==> config.mk <==
export PLATFORM = sky130hd
export DESIGN_NAME = silence_split_detector
export DESIGN_NICKNAME = d
export VERILOG_FILES = /design/src/sv/ssd_pkg.sv /design/src/sv/ssd_cfg_regs.sv /design/src/sv/ssd_level_cmp.sv /design/src/sv/ssd_step.sv /design/src/sv/silence_split_detector.sv
export SDC_FILE = /design/constraint.sdc
export NUM_CORES = 1
export LEC_CHECK = 0
export BUFFER_PORTS_ARGS = -buffer_cell sky130_fd_sc_hd__clkbuf_2
export CORE_ASPECT_RATIO = 1.75
export CORE_MARGIN = 3
export CORE_UTILIZATION = 60
export DETAILED_ROUTE_END_ITERATION = 10
export GPL_TIMING_DRIVEN = 0
export PLACE_DENSITY = 0.88
export SLEW_MARGIN = 20
export SYNTH_ARGS = -nofsm -noshare
export SYNTH_HDL_FRONTEND = slang
export SYNTH_SLANG_ARGS = --single-unit
==> constraint.sdc <==
create_clock -name clk -period 35.1 [get_ports clk]
set_input_delay 5.265 -clock clk [delete_from_list [all_inputs] [get_ports clk]]
set_output_delay 5.265 -clock clk [all_outputs]
set_load 0.01 [all_outputs]
==> src/sv/ssd_pkg.sv <==
// ----------------------------------------------------------------------------
// ssd_pkg
// Shared types and constants for the silence split detector.
// ----------------------------------------------------------------------------
package ssd_pkg;

    localparam int SAMPLE_BITS = 16;
    localparam int COUNT_BITS  = 24;
    localparam int MODE_BITS   = 3;
    localparam int ADDR_BITS   = 5;
    localparam int DATA_BITS   = 32;

    localparam logic [MODE_BITS-1:0] M_OFF     = 3'd0;
    localparam logic [MODE_BITS-1:0] M_DETECT  = 3'd1;
    localparam logic [MODE_BITS-1:0] M_SEARCH  = 3'd2;
    localparam logic [MODE_BITS-1:0] M_CUT     = 3'd3;
    localparam logic [MODE_BITS-1:0] M_HEADCUT = 3'd4;
    localparam logic [MODE_BITS-1:0] M_STOP    = 3'd5;

    localparam logic [2:0] REG_START_MODE      = 3'd0;
    localparam logic [2:0] REG_STEREO          = 3'd1;
    localparam logic [2:0] REG_SOUND_LEVEL     = 3'd2;
    localparam logic [2:0] REG_SILENCE_LEVEL   = 3'd3;
    localparam logic [2:0] REG_SILENCE_RUN_LEN = 3'd4;
    localparam logic [2:0] REG_SEARCH_KEEP_LEN = 3'd5;
    localparam logic [2:0] REG_HOLDOFF_LEN     = 3'd6;

    localparam logic [SAMPLE_BITS-1:0] SOUND_LEVEL_RST = SAMPLE_BITS'(1) << (SAMPLE_BITS - 1);
    localparam logic [COUNT_BITS-1:0]  CNT_MAX         = '1;

    typedef struct packed {
        logic                          op;
        logic signed [SAMPLE_BITS-1:0] left_sample;
        logic signed [SAMPLE_BITS-1:0] right_sample;
    } sample_t;

    typedef struct packed {
        logic signed [SAMPLE_BITS-1:0] left_out;
        logic signed [SAMPLE_BITS-1:0] right_out;
        logic                          keep;
        logic                          split_after;
        logic [MODE_BITS-1:0]          mode_now;
    } result_t;

    typedef struct packed {
        logic [MODE_BITS-1:0]   start_mode;
        logic                   stereo;
        logic [SAMPLE_BITS-1:0] sound_level;
        logic [SAMPLE_BITS-1:0] silence_level;
        logic [COUNT_BITS-1:0]  silence_run_len;
        logic [COUNT_BITS-1:0]  search_keep_len;
        logic [COUNT_BITS-1:0]  holdoff_len;
    } cfg_t;

    typedef struct packed {
        logic sound;
        logic quiet;
    } level_t;

endpackage

==> src/sv/ssd_cfg_regs.sv <==
// ----------------------------------------------------------------------------
// ssd_cfg_regs
// APB register file holding the detector configuration.
// ----------------------------------------------------------------------------
module ssd_cfg_regs
    import ssd_pkg::*;
(
    input  logic                 clk,
    input  logic                 rst_n,
    input  logic                 psel,
    input  logic                 penable,
    input  logic                 pwrite,
    input  logic [ADDR_BITS-1:0] paddr,
    input  logic [DATA_BITS-1:0] pwdata,
    output logic [DATA_BITS-1:0] prdata,
    output logic                 pready,
    output cfg_t                 cfg
);

    cfg_t       cfg_reg;
    logic       wr_en;
    logic [2:0] idx;

    assign pready = 1'b1;
    assign wr_en  = psel && penable && pwrite;
    assign idx    = paddr[4:2];
    assign cfg    = cfg_reg;

    always_ff @(posedge clk or negedge rst_n)
    begin
        if (!rst_n)
        begin
            cfg_reg.start_mode      <= M_OFF;
            cfg_reg.stereo          <= 1'b0;
            cfg_reg.sound_level     <= SOUND_LEVEL_RST;
            cfg_reg.silence_level   <= '0;
            cfg_reg.silence_run_len <= '0;
            cfg_reg.search_keep_len <= '0;
            cfg_reg.holdoff_len     <= '0;
        end
        else if (wr_en)
        begin
            case (idx)
                REG_START_MODE:      cfg_reg.start_mode      <= pwdata[MODE_BITS-1:0];
                REG_STEREO:          cfg_reg.stereo          <= pwdata[0];
                REG_SOUND_LEVEL:     cfg_reg.sound_level     <= pwdata[SAMPLE_BITS-1:0];
                REG_SILENCE_LEVEL:   cfg_reg.silence_level   <= pwdata[SAMPLE_BITS-1:0];
                REG_SILENCE_RUN_LEN: cfg_reg.silence_run_len <= pwdata[COUNT_BITS-1:0];
                REG_SEARCH_KEEP_LEN: cfg_reg.search_keep_len <= pwdata[COUNT_BITS-1:0];
                REG_HOLDOFF_LEN:     cfg_reg.holdoff_len     <= pwdata[COUNT_BITS-1:0];
                default:             ;
            endcase
        end
    end

    always_comb
    begin
        case (idx)
            REG_START_MODE:      prdata = DATA_BITS'(cfg_reg.start_mode);
            REG_STEREO:          prdata = DATA_BITS'(cfg_reg.stereo);
            REG_SOUND_LEVEL:     prdata = DATA_BITS'(cfg_reg.sound_level);
            REG_SILENCE_LEVEL:   prdata = DATA_BITS'(cfg_reg.silence_level);
            REG_SILENCE_RUN_LEN: prdata = DATA_BITS'(cfg_reg.silence_run_len);
            REG_SEARCH_KEEP_LEN: prdata = DATA_BITS'(cfg_reg.search_keep_len);
            REG_HOLDOFF_LEN:     prdata = DATA_BITS'(cfg_reg.holdoff_len);
            default:             prdata = '0;
        endcase
    end

endmodule

==> src/sv/ssd_level_cmp.sv <==
// ----------------------------------------------------------------------------
// ssd_level_cmp
// Sample magnitudes compared against the sound and silence levels.
// ----------------------------------------------------------------------------
module ssd_level_cmp
    import ssd_pkg::*;
(
    input  cfg_t                          cfg,
    input  logic signed [SAMPLE_BITS-1:0] left_sample,
    input  logic signed [SAMPLE_BITS-1:0] right_sample,
    output level_t                        level
);

    logic [SAMPLE_BITS-1:0] mag_l;
    logic [SAMPLE_BITS-1:0] mag_r;

    // most negative value wraps to 2^(n-1), still fits unsigned
    assign mag_l = left_sample[SAMPLE_BITS-1]  ? (~left_sample  + 1'b1) : left_sample;
    assign mag_r = right_sample[SAMPLE_BITS-1] ? (~right_sample + 1'b1) : right_sample;

    assign level.sound = (mag_l >= cfg.sound_level)
                       || (cfg.stereo && (mag_r >= cfg.sound_level));
    assign level.quiet = (mag_l < cfg.silence_level)
                       && (!cfg.stereo || (mag_r < cfg.silence_level));

endmodule

==> src/sv/ssd_step.sv <==
// ----------------------------------------------------------------------------
// ssd_step
// Mode, quiet counter and holdoff state with the per-sample update.
// ----------------------------------------------------------------------------
module ssd_step
    import ssd_pkg::*;
(
    input  logic                 clk,
    input  logic                 rst_n,
    input  logic                 advance,
    input  logic                 op,
    input  cfg_t                 cfg,
    input  level_t               level,
    output logic                 keep,
    output logic                 split_after,
    output logic [MODE_BITS-1:0] mode_now
);

    logic [MODE_BITS-1:0]  mode_reg, mode_next;
    logic [COUNT_BITS-1:0] quiet_reg, quiet_next;
    logic [COUNT_BITS-1:0] hold_reg, hold_next;
    logic [MODE_BITS-1:0]  reload_mode;
    logic [COUNT_BITS-1:0] reload_hold;
    logic                  keep_v;
    logic                  split_v;
    logic [1:0]            pos_v;

    function automatic logic [COUNT_BITS-1:0] sat_inc(input logic [COUNT_BITS-1:0] v);
        return (v == CNT_MAX) ? v : v + COUNT_BITS'(1);
    endfunction

    assign reload_mode = (cfg.start_mode > M_STOP) ? M_OFF : cfg.start_mode;
    assign reload_hold = (reload_mode == M_DETECT) ? cfg.holdoff_len : '0;

    always_comb
    begin
        mode_next  = mode_reg;
        quiet_next = quiet_reg;
        hold_next  = hold_reg;
        keep_v     = 1'b1;
        split_v    = 1'b0;
        pos_v      = 2'd0;

        if (op)
        begin
            mode_next  = reload_mode;
            quiet_next = '0;
            hold_next  = reload_hold;
            keep_v     = 1'b0;
        end
        else
        begin
            if (mode_next inside {[M_SEARCH:M_STOP]})
            begin
                if (level.sound)
                begin
                    quiet_next = '0;
                end
                else
                begin
                    quiet_next = sat_inc(quiet_next);
                    pos_v      = 2'd1;
                end

                if ((mode_next == M_CUT) || (mode_next == M_HEADCUT))
                begin
                    if (!level.sound)
                    begin
                        keep_v = 1'b0;
                    end
                    else if (mode_next == M_CUT)
                    begin
                        mode_next  = M_DETECT;
                        quiet_next = '0;
                        hold_next  = cfg.holdoff_len;
                    end
                    else
                    begin
                        mode_next = M_OFF;
                    end
                end
                else if (mode_next == M_SEARCH)
                begin
                    if (level.sound)
                    begin
                        mode_next  = M_DETECT;
                        quiet_next = '0;
                        hold_next  = cfg.holdoff_len;
                    end
                    if (quiet_next >= cfg.search_keep_len)
                    begin
                        if (quiet_next > cfg.search_keep_len)
                        begin
                            keep_v = 1'b0;
                        end
                        mode_next = M_CUT;
                    end
                end
            end
            else if (mode_next > M_STOP)
            begin
                mode_next = M_OFF;
            end

            // holdoff only runs down on kept samples
            if (hold_next != '0)
            begin
                if (hold_next > COUNT_BITS'(keep_v))
                begin
                    hold_next = hold_next - COUNT_BITS'(keep_v);
                end
                else
                begin
                    pos_v     = 2'd1;
                    hold_next = '0;
                end
            end

            if ((hold_next == '0) && (mode_next == M_DETECT))
            begin
                if ((pos_v < {1'b0, keep_v}) && (quiet_next < cfg.silence_run_len))
                begin
                    quiet_next = level.quiet ? sat_inc(quiet_next) : '0;
                    pos_v      = pos_v + 2'd1;
                end
                if (quiet_next >= cfg.silence_run_len)
                begin
                    keep_v     = (pos_v != 2'd0);
                    split_v    = 1'b1;
                    mode_next  = reload_mode;
                    quiet_next = '0;
                    hold_next  = reload_hold;
                end
            end
        end
    end

    always_ff @(posedge clk or negedge rst_n)
    begin
        if (!rst_n)
        begin
            mode_reg  <= M_OFF;
            quiet_reg <= '0;
            hold_reg  <= '0;
        end
        else if (advance)
        begin
            mode_reg  <= mode_next;
            quiet_reg <= quiet_next;
            hold_reg  <= hold_next;
        end
    end

    assign keep        = keep_v;
    assign split_after = split_v;
    assign mode_now    = mode_next;

endmodule

==> src/sv/silence_split_detector.sv <==
// ----------------------------------------------------------------------------
// silence_split_detector
// Per-sample silence splitter: passes samples through with keep, split and
// mode flags, under APB configuration.
// ----------------------------------------------------------------------------
// Datapath: a sample transaction is held in the input register, and its result is
//   registered into the result register when the output can take it.
// Throughput: one transaction per cycle while the result side is not stalled, set by
//   the mode and counter update between the input register and the result register.
// Reset: asynchronous, clears mode, counters, pipeline valids and the
//   configuration registers; no clearing pass.
module silence_split_detector
    import ssd_pkg::*;
(
    input  logic                 clk,
    input  logic                 rst_n,
    input  logic                 sample_valid,
    output logic                 sample_ready,
    input  sample_t              sample_data,
    output logic                 result_valid,
    input  logic                 result_ready,
    output result_t              result_data,
    input  logic                 psel,
    input  logic                 penable,
    input  logic                 pwrite,
    input  logic [ADDR_BITS-1:0] paddr,
    input  logic [DATA_BITS-1:0] pwdata,
    output logic [DATA_BITS-1:0] prdata,
    output logic                 pready
);

    cfg_t                 cfg;
    level_t               level;
    logic                 in_valid_reg, in_valid_next;
    sample_t              in_data_reg;
    logic                 out_valid_reg, out_valid_next;
    result_t              out_data_reg;
    logic                 advance;
    logic                 keep;
    logic                 split_after;
    logic [MODE_BITS-1:0] mode_now;

    ssd_cfg_regs u_cfg (
        .clk     (clk),
        .rst_n   (rst_n),
        .psel    (psel),
        .penable (penable),
        .pwrite  (pwrite),
        .paddr   (paddr),
        .pwdata  (pwdata),
        .prdata  (prdata),
        .pready  (pready),
        .cfg     (cfg)
    );

    ssd_level_cmp u_level (
        .cfg          (cfg),
        .left_sample  (in_data_reg.left_sample),
        .right_sample (in_data_reg.right_sample),
        .level        (level)
    );

    ssd_step u_step (
        .clk         (clk),
        .rst_n       (rst_n),
        .advance     (advance),
        .op          (in_data_reg.op),
        .cfg         (cfg),
        .level       (level),
        .keep        (keep),
        .split_after (split_after),
        .mode_now    (mode_now)
    );

    assign advance      = in_valid_reg && (!out_valid_reg || result_ready);
    assign sample_ready = !in_valid_reg || advance;

    always_comb
    begin
        in_valid_next = in_valid_reg;
        if (sample_valid && sample_ready)
        begin
            in_valid_next = 1'b1;
        end
        else if (advance)
        begin
            in_valid_next = 1'b0;
        end

        out_valid_next = out_valid_reg;
        if (advance)
        begin
            out_valid_next = 1'b1;
        end
        else if (result_ready)
        begin
            out_valid_next = 1'b0;
        end
    end

    always_ff @(posedge clk or negedge rst_n)
    begin
        if (!rst_n)
        begin
            in_valid_reg  <= 1'b0;
            out_valid_reg <= 1'b0;
        end
        else
        begin
            in_valid_reg  <= in_valid_next;
            out_valid_reg <= out_valid_next;
        end
    end

    always_ff @(posedge clk)
    begin
        if (sample_valid && sample_ready)
        begin
            in_data_reg <= sample_data;
        end
        if (advance)
        begin
            out_data_reg.left_out    <= in_data_reg.left_sample;
            out_data_reg.right_out   <= in_data_reg.right_sample;
            out_data_reg.keep        <= keep;
            out_data_reg.split_after <= split_after;
            out_data_reg.mode_now    <= mode_now;
        end
    end

    assign result_valid = out_valid_reg;
    assign result_data  = out_data_reg;

endmodule

**After elaboration in Yosys (flattened, before gate mapping)**

Cells that the tools add are included.

- Add/subtract/negate cells: 6
- Magnitude comparators: 14
- Equality and inequality tests: 13
- Mux-type cells: 73
- Bitwise operators: 3
- Reductions and logical operators: 31

Operators by type and width:

| kind | number |
|---|---|
| 2-to-1 mux 24 bit | 35 |
| one-hot mux 24 bit (7 select lines) | 1 |
| adder 24 x 1 -> 24 bit, second input constant | 2 |
| == test 24 bit, second input constant | 2 |
| greater-or-equal comparator 24 bit | 2 |
| 2-to-1 mux 3 bit | 12 |
| adder 16 x 1 -> 16 bit, second input constant | 2 |
| greater-or-equal comparator 16 bit | 2 |
| less-than comparator 16 bit | 2 |
| 2-to-1 mux 16 bit | 2 |
| inverter 16 bit | 2 |
| greater-than comparator 24 x 1 -> 1 bit | 1 |
| greater-than comparator 24 bit | 1 |
| logical NOT 24 bit | 1 |
| less-than comparator 24 bit | 1 |
| nonzero test 24 bit | 1 |
| subtractor 24 x 1 -> 24 bit | 1 |
| 2-to-1 mux 1 bit | 16 |
| 2-to-1 mux 2 bit | 7 |
| AND reduction 2 bit | 7 |
| == test 3 x 2 -> 1 bit, second input constant | 4 |
| == test 3 bit, second input constant | 4 |
| == test 3 x 1 -> 1 bit, second input constant | 3 |
| logical AND 1 bit | 9 |
| other kinds (11) | 20 |

- Bits in registers: 231
- Output and inout port bits: 72

**Longest topological paths before layout**

Gate-level depths: netlist (run 1).

- Word-level depth: 32
- Depth in mapped cells: 52
- Depth with buffers taken out: 46

**Hierarchy**

From an unflattened synthesis (run 1), not the netlist that was laid out.

- Cell total of the unflattened synthesis: 1,859
- Area, all modules: 17,523.1 um^2

By module, submodules not included:

| module | instances | cells an instance | area an instance (um^2) | seq. area each (um^2) |
|---|---|---|---|---|
| ssd_step | 1 | 1,140 | 8,257.9 | 1,276.2 |
| ssd_cfg_regs | 1 | 372 | 5,062.4 | 2,703.8 |
| silence_split_detector | 1 | 78 | 2,205.9 | 2,152.1 |
| ssd_level_cmp | 1 | 269 | 1,996.9 | 0.0 |

**Worst setup path before layout (run 1)**

Ideal clock, no wire load.

- Kind: input to output
- Start: input paddr[2]
- End: output prdata[13]
- Arrival: 7.020 ns
- Required time: 29.835 ns
- Slack: 22.815 ns
- Stages on the path: 6
- Path buffers: 3
- Path through: clkbuf_1 > clkbuf_1 > clkbuf_1 > mux2i_1 > nor2_1 > a221o_1

- Cells in the longest elaborated chain, start to end: 2

RTL lines:

| what | RTL line | text |
|---|---|---|
| from (decl) | silence_split_detector.sv:26 | `input logic [ADDR_BITS-1:0] paddr,` |
| == test 3 bit (tied with other cells) | ssd_cfg_regs.sv:58 | `case (idx)` |
| one-hot mux 24 bit (7 select lines) * | ssd_cfg_regs.sv:58 |  |
| to (decl) | silence_split_detector.sv:28 | `output logic [DATA_BITS-1:0] prdata,` |

Every way passes the cells marked *; elsewhere a longest branch is shown, timed or not.

**Final worst setup path (run 1)**

- Start: register in_data_reg[3] (netlist name)
- End: register u_step.quiet_reg[8]

- Cells in the longest elaborated chain, start to end: 32

RTL lines:

| what | RTL line | text |
|---|---|---|
| from (decl) | silence_split_detector.sv:35 | `sample_t in_data_reg;` |
| from (signal assigned) | silence_split_detector.sv:119 | `in_data_reg <= sample_data;` |
| inverter 16 bit | ssd_level_cmp.sv:19 | `assign mag_r = right_sample[SAMPLE_BITS-1] ? (~right_sample + 1'b1) : right_sample;` |
| adder 16 x 1 -> 16 bit | ssd_level_cmp.sv:19 |  |
| 2-to-1 mux 16 bit * | ssd_level_cmp.sv:19 |  |
| greater-or-equal comparator 16 bit | ssd_level_cmp.sv:22 | `\|\| (cfg.stereo && (mag_r >= cfg.sound_level));` |
| logical AND 1 bit | ssd_level_cmp.sv:22 |  |
| logical OR 1 bit | ssd_level_cmp.sv:22 |  |
| 2-to-1 mux 24 bit | ssd_step.sv:55 | `if (level.sound)` |
| 2-to-1 mux 24 bit | ssd_step.sv:84 | `if (level.sound)` |
| [... 16 more ...] | - |  |
| logical AND 1 bit | ssd_step.sv:121 | `if ((pos_v < {1'b0, keep_v}) && (quiet_next < cfg.silence_run_len))` |
| 2-to-1 mux 24 bit | ssd_step.sv:121 |  |
| 2-to-1 mux 24 bit | ssd_step.sv:119 | `if ((hold_next == '0) && (mode_next == M_DETECT))` |
| 2-to-1 mux 24 bit | ssd_step.sv:44 | `if (op)` |
| greater-or-equal comparator 24 bit | ssd_step.sv:126 | `if (quiet_next >= cfg.silence_run_len)` |
| 2-to-1 mux 24 bit | ssd_step.sv:126 |  |
| 2-to-1 mux 24 bit * | ssd_step.sv:119 |  |
| 2-to-1 mux 24 bit * | ssd_step.sv:44 |  |
| to (signal assigned) | ssd_step.sv:149 | `quiet_reg <= quiet_next;` |
| to (decl) | ssd_step.sv:20 | `logic [COUNT_BITS-1:0] quiet_reg, quiet_next;` |

Every way passes the cells marked *; elsewhere a longest branch is shown, timed or not. The select of a mux whose other input is x is not followed.
A chain may end at the register's enable or synchronous reset.

==> out/qor.yml, run 1 <==
drv_slew: 0
yosys.area.top_type: "dfrtp_1"
relSlewSlack_pct: 19.7
num_io_pins: 149
rows: 80
yosys-top-cells-area: "dfrtp_1 24%, edfxtp_1 12%, ha_1 10%"
final.setup_skew_ns: 0.0141
synthArstFlopShare_pct: 69.7
crit_buf_inv: 9
hpwl_um: 49200
drt_iter0_markers: 1774
grt_pass1_wl_um: 96600
fin_area_um2: 18900
max_stage_delay_ns: 0.64
overflow: 0
n_antenna_cell: 0
ant_nets: 0
synthDistinctLibCells: 87
dp_cells: 2373
die_y_um: 228
fin_tns_setup_ns: 0
drc_errors: 0
fin_nets: 2246
finalPower_w: 0.00116
insertion_delay_ns: 0.58
dpl_cell_area_um2: 18100
synth_top_flop_cell: "dfrtp_1"
path_clk_slew_ns: 0.06
worst_path_most_repeated_cell: "ha_1"
period_needed_ns: 15.39
num_vias: 16542
crit_type: "reg -> reg"
hold_viol_final: 0
grt_max_degree: 93
hp-class: "reg -> reg"
min_period_over_period_pct: 43.8
syn_to_final_growth_pct: 11.8
grt_pass1_vias: 16763
netlist_area_um2: 16900
rsz0062_at_grt: "false"
final_cells: 2417
die_w_um: 133
max_cap_viol_count: 0
worstMarginPinSlew_ns: 1.19
antenna_found_initial: 0
track_usage_pct: 41.4
status: "complete, no violations"
viasPerCell: 6.84
yosys_warnings: 0
clk_path_buf_depth: 3
cts_tree: "yes"
cts_setup_buffers: 0
die-area_um2: 30300
start_util_pct: 61.4
hold_buffers: 0
wirelength_um: 63900
crit_family: "simple AND/OR/NAND/NOR gates"
cp-end-kind: "flip-flop"
drive_gt1_share_pct: 12.6
core-area_um2: 27500
ir_worst_vdd_mv: 0.0608
cts-root-buf: "clkbuf_16"
dr.pass1.iters: 9
max_freq_mhz: 65.0
cts_max_level: 1
place_congestion: 1.08
finalHoldWorstSlack_ns: 0.495
cts.sinks: 231
wl_per_cell_um: 26.4
seq_area_frac_synth_pct: 36.3
cts_resized: 0
p_leak_nw: 8.60
arrival_ns: 15.89
ys_top_cells_by_count: "187 x nand2_1, 160 x dfrtp_1, 139 x ha_1, 139 x nor2_1, 138 x o21ai_0"
setup_violations: 0
syn_area_per_cell_um2: 9.05
synth.most_common_cell: "nand2_1"
synth_seq_cells: 231
largest_register_ffs: 108
synth_top_area_share_pct: 23.7
slowest_stage: "nor2_1"
io_buffer_count: 128
power_density_nw_per_um2: 61.4
cts_made_buffers: 24
required_ns: 35.60
synth_edf_count: 70
start_kind: "flip-flop"
cp_max_fo: 10
syn_inst: 1867
-- cells by family after synthesis --
logic type / after synthesis / share of synthesized area, %
fa+ha+maj: 139 / 10.3
flops: 231 / 36.3
mux: 82 / 5.32
xor+xnor: 86 / 4.46
compound gates: 494 / 20.5
other cells: 2 / 0.0444
simple gates: 620 / 18.0
buf+inv: 213 / 5.12
-- metal layers --
| layer | vias up | global-route usage, % | share of wire (%) |
|---|---|---|---|
| li1 | 7205 | - | - |
| met1 | 7832 | 42.6 | 32 |
| met2 | 1086 | 69.6 | 48 |
| met3 | 419 | 7.96 | 8.1 |
| met4 | 0 | 38.9 | 12 |
| met5 | - | 0 | 0 |
-- where the power goes --
group | switching, W | leakage (nW) | internal (W)
clock network | 0.000118 | 0.393 | 0.000148
registers | 0.0000500 | 2.66 | 0.000327
logic | 0.000335 | 5.55 | 0.000182
-- cell type report --
cell class / instances / area [um^2]
Sequential cell: 231 / 6130
Multi-Input combinational cell: 1430 / 9930
Fill cell: 2150 / 8630
Tap cell: 369 / 462
Clock buffer: 34 / 699
Buffer: 109 / 475
Timing Repair Buffer: 130 / 697
Clock inverter: 10 / 105
Inverter: 104 / 390
-- worst paths after layout --
path,startpoint,to,slack (ns),cells past startpoint
worst max-delay path,in_data_reg[3],u_step.quiet_reg[8],19.71,48
worst min-delay path,in_data_reg[1],result_data[6],0.50,0
worst max register to register,in_data_reg[3],u_step.quiet_reg[8],19.71,48
worst min register to register,in_data_reg[1],result_data[6],0.50,0
max in group asynchronous,rst_n,u_cfg.cfg[103],29.51,2
min in group asynchronous,rst_n,u_step.hold_reg[10],4.69,1
-- layout by cell type, fill, tap and decap left out, drive strengths merged, types with 15 or more instances in the layout --
master	instances
or3	17
a211oi	24
mux2i	38
o31ai	38
nor2b	15
nand2b	17
a22o	34
nor3	67
nand4	33
a21oi	58
o21ai	143
xor2	31
nor4	23
nand3	39
mux2	42
a22oi	19
clkbuf	242
nor2	139
dfrtp	160
and2	21
buf	31
nand2	187
xnor2	55
edfxtp	70
a21o	46
a221o	34
inv	105
ha	139
-- stage by stage --
stage / util (%) / setup WS (ns)
6_report: 68.6 / 19.71
5_1_grt: 68.6 / 19.17
4_1_cts: 68.6 / 20.37
3_5_place_dp: 65.7 / 20.44
3_3_place_gp: 65.5 / 20.46
2_1_floorplan: - / 22.81
-- worst register-to-register path: cells and delay by family (launching register included) --
| kind | cells | cell delay [ns] |
|---|---|---|
| buffers and inverters | 9 | 2.91 |
| AND/OR/NAND/NOR | 18 | 5.98 |
| adder cells (fa/ha/maj) | 5 | 1.45 |
| AO/OA/AOI/OAI | 15 | 4.37 |
| flip-flops | 1 | 0.45 |
| XOR/XNOR | 1 | 0.18 |
Power figures use the tool's default switching activity.
==> run 2, diff against run 1 <==
==> constraint.sdc (replaced) <==
create_clock -name clk -period 14.7 [get_ports clk]
set_input_delay 2.205 -clock clk [delete_from_list [all_inputs] [get_ports clk]]
set_output_delay 2.205 -clock clk [all_outputs]
set_load 0.01 [all_outputs]
==> run 2 against run 1 <==
  * Clock-buffer cell count unchanged
  * Die area is the same
  * Final area up 0.19%
  * Combinational power is 140% higher
  * First-iteration DRC count increased by 4.5%
  * Fmax rose by 8.7%
  * Critical path type unchanged
  * Largest cell class unchanged
  * Largest power group unchanged
  * Highest routed layer unchanged
==> out/qor.yml, run 2 (synthesized netlist as in run 1, its figures left out) <==
antenna_found_initial: 0
hp-class: "reg -> reg"
num-fill-cells: 2149
start_kind: "flip-flop"
die_w_um: 133
final_common_cell: "nand2_1"
max_stage_delay_ns: 0.57
r2r_slack_ns: 0.54
largest_register_ffs: 108
timing.rr.start: "in_data_reg[5]"
status: "complete, no violations"
rows: 80
cts_made_buffers: 24
crit_family: "simple AND/OR/NAND/NOR gates"
dr.pass1.iters: 8
period_needed_ns: 14.16
drt_iter0_markers: 1853
n_antenna_cell: 0
crit_type: "reg -> reg"
wl_per_cell_um: 26.5
fin_nets: 2245
drive_gt1_share_pct: 12.8
slowest_stage: "or4_1"
grt_pass1_vias: 16767
grt_max_degree: 93
drc_errors: 0
timing.rr.end: "u_step.hold_reg[19]"
grt_pass1_wl_um: 96600
min_period_over_period_pct: 96.3
drv_slew: 0
overflow: 0
crit_buf_inv: 8
die_y_um: 228
hp-start: "in_data_reg[1]"
clk_path_buf_depth: 3
power_density_nw_per_um2: 147
path_clk_slew_ns: 0.06
rr_worst_depth: 47
ir_worst_vdd_mv: 0.146
dpl_cell_area_um2: 18100
num_vias: 16620
syn_to_final_growth_pct: 12.0
final.setup_skew_ns: 0.00985
fin_area_um2: 18900
finalHoldWorstSlack_ns: 0.494
layout_common_cells: "186 x nand2_1, 160 x dfrtp_1, 139 x ha_1"
hpwl_um: 49200
io_buffer_count: 128
worstMarginPinSlew_ns: 1.17
arrival_ns: 14.61
cp-end-kind: "flip-flop"
die-area_um2: 30300
place_congestion: 1.08
start_util_pct: 61.4
cp_max_fo: 15
cts_tree: "yes"
max_freq_mhz: 70.6
cts_setup_buffers: 0
core-area_um2: 27500
ant_nets: 0
min_path_cells: 0
hold_viol_final: 0
p_leak_nw: 8.60
insertion_delay_ns: 0.57
fin_tns_setup_ns: 0
max_cap_viol_count: 0
setup_violations: 0
wirelength_um: 64000
track_usage_pct: 41.4
rsz0062_at_grt: "false"
cts-root-buf: "clkbuf_16"
viasPerCell: 6.88
holdPathEnd: "result_data[6]"
cts.sinks: 231
cts_max_level: 1
num_io_pins: 149
required_ns: 15.15
relSlewSlack_pct: 21.3
==> run 2: changes by cell type in the layout (fill, tap and decap cells not counted), sizes merged <==
cell    previous run  this run
clkbuf           242       241
==> run 2: worst max-delay path by stage <==
stage                          end  depth (start not counted)  slack [ns]            from
2_1_floorplan  u_step.hold_reg[21]                         48        3.58  in_data_reg[7]
3_3_place_gp   u_step.hold_reg[16]                         48        0.06  in_data_reg[7]
3_5_place_dp    u_step.hold_reg[5]                         48        0.04  in_data_reg[5]
4_1_cts        u_step.hold_reg[12]                         47         0.1  in_data_reg[5]
5_1_grt        u_step.hold_reg[21]                         48        0.03  in_data_reg[3]
6_report       u_step.hold_reg[19]                         47        0.54  in_data_reg[5]
==> run 2: per-layer routing <==
layer  global-route usage [%]  part of all wire (%)
met5                        0                     0
met4                     38.9                    12
met3                     7.94                   8.6
met2                     69.6                    48
met1                     42.5                    32
==> run 2: report_power, final <==
group / total (W) / internal [W] / switching, W / leakage, nW
Sequential: 0.000901 / 0.000781 / 0.000120 / 2.66
Combinational: 0.00124 / 0.000439 / 0.000803 / 5.55
Clock: 0.000633 / 0.000353 / 0.000281 / 0.393
==> run 2: final cells by class <==
cell class,instances,area [um^2],share of cell area (%)
Clock inverter,10,105,0.555
Buffer,108,472,2.49
Timing Repair Buffer,130,697,3.68
Clock buffer,34,699,3.70
Sequential cell,231,6130,32.4
Tap cell,369,462,2.44
Inverter,104,390,2.06
Multi-Input combinational cell,1430,9970,52.7
==> run 2: through the flow <==
| stage | total power (W) | std cells | setup slack [ns] | utilization [%] |
|---|---|---|---|---|
| CTS | 0.00272 | 2417 | 0.0979 | 68.6 |
| floorplan | 0.00168 | 1874 | 3.58 | - |
| global route | 0.00290 | 2416 | 0.0320 | 68.8 |
| detailed placement | 0.00209 | 2373 | 0.0421 | 65.7 |
| global placement | 0.00205 | 2371 | 0.0629 | 65.5 |
| finish | 0.00278 | 2416 | 0.540 | 68.8 |
==> run 2: repair_timing <==
action	in CTS	in global routing
endpoints found under the setup margin	15	55
hold buffers	0	0
gates resized for setup	1	7
pin swaps	0	0
cloned	0	0
==> run 2: worst register-to-register path, delay by kind of cell, from the launching register on <==
kind                       cells  cell delay [ns]
buffers and inverters          8             1.95
xor gates and xnor gates       1             0.18
DFF                            1             0.50
adders and majority gates      5             1.45
AOI/OAI and AO/OA             17             4.82
and+or+nand+nor               16             5.17
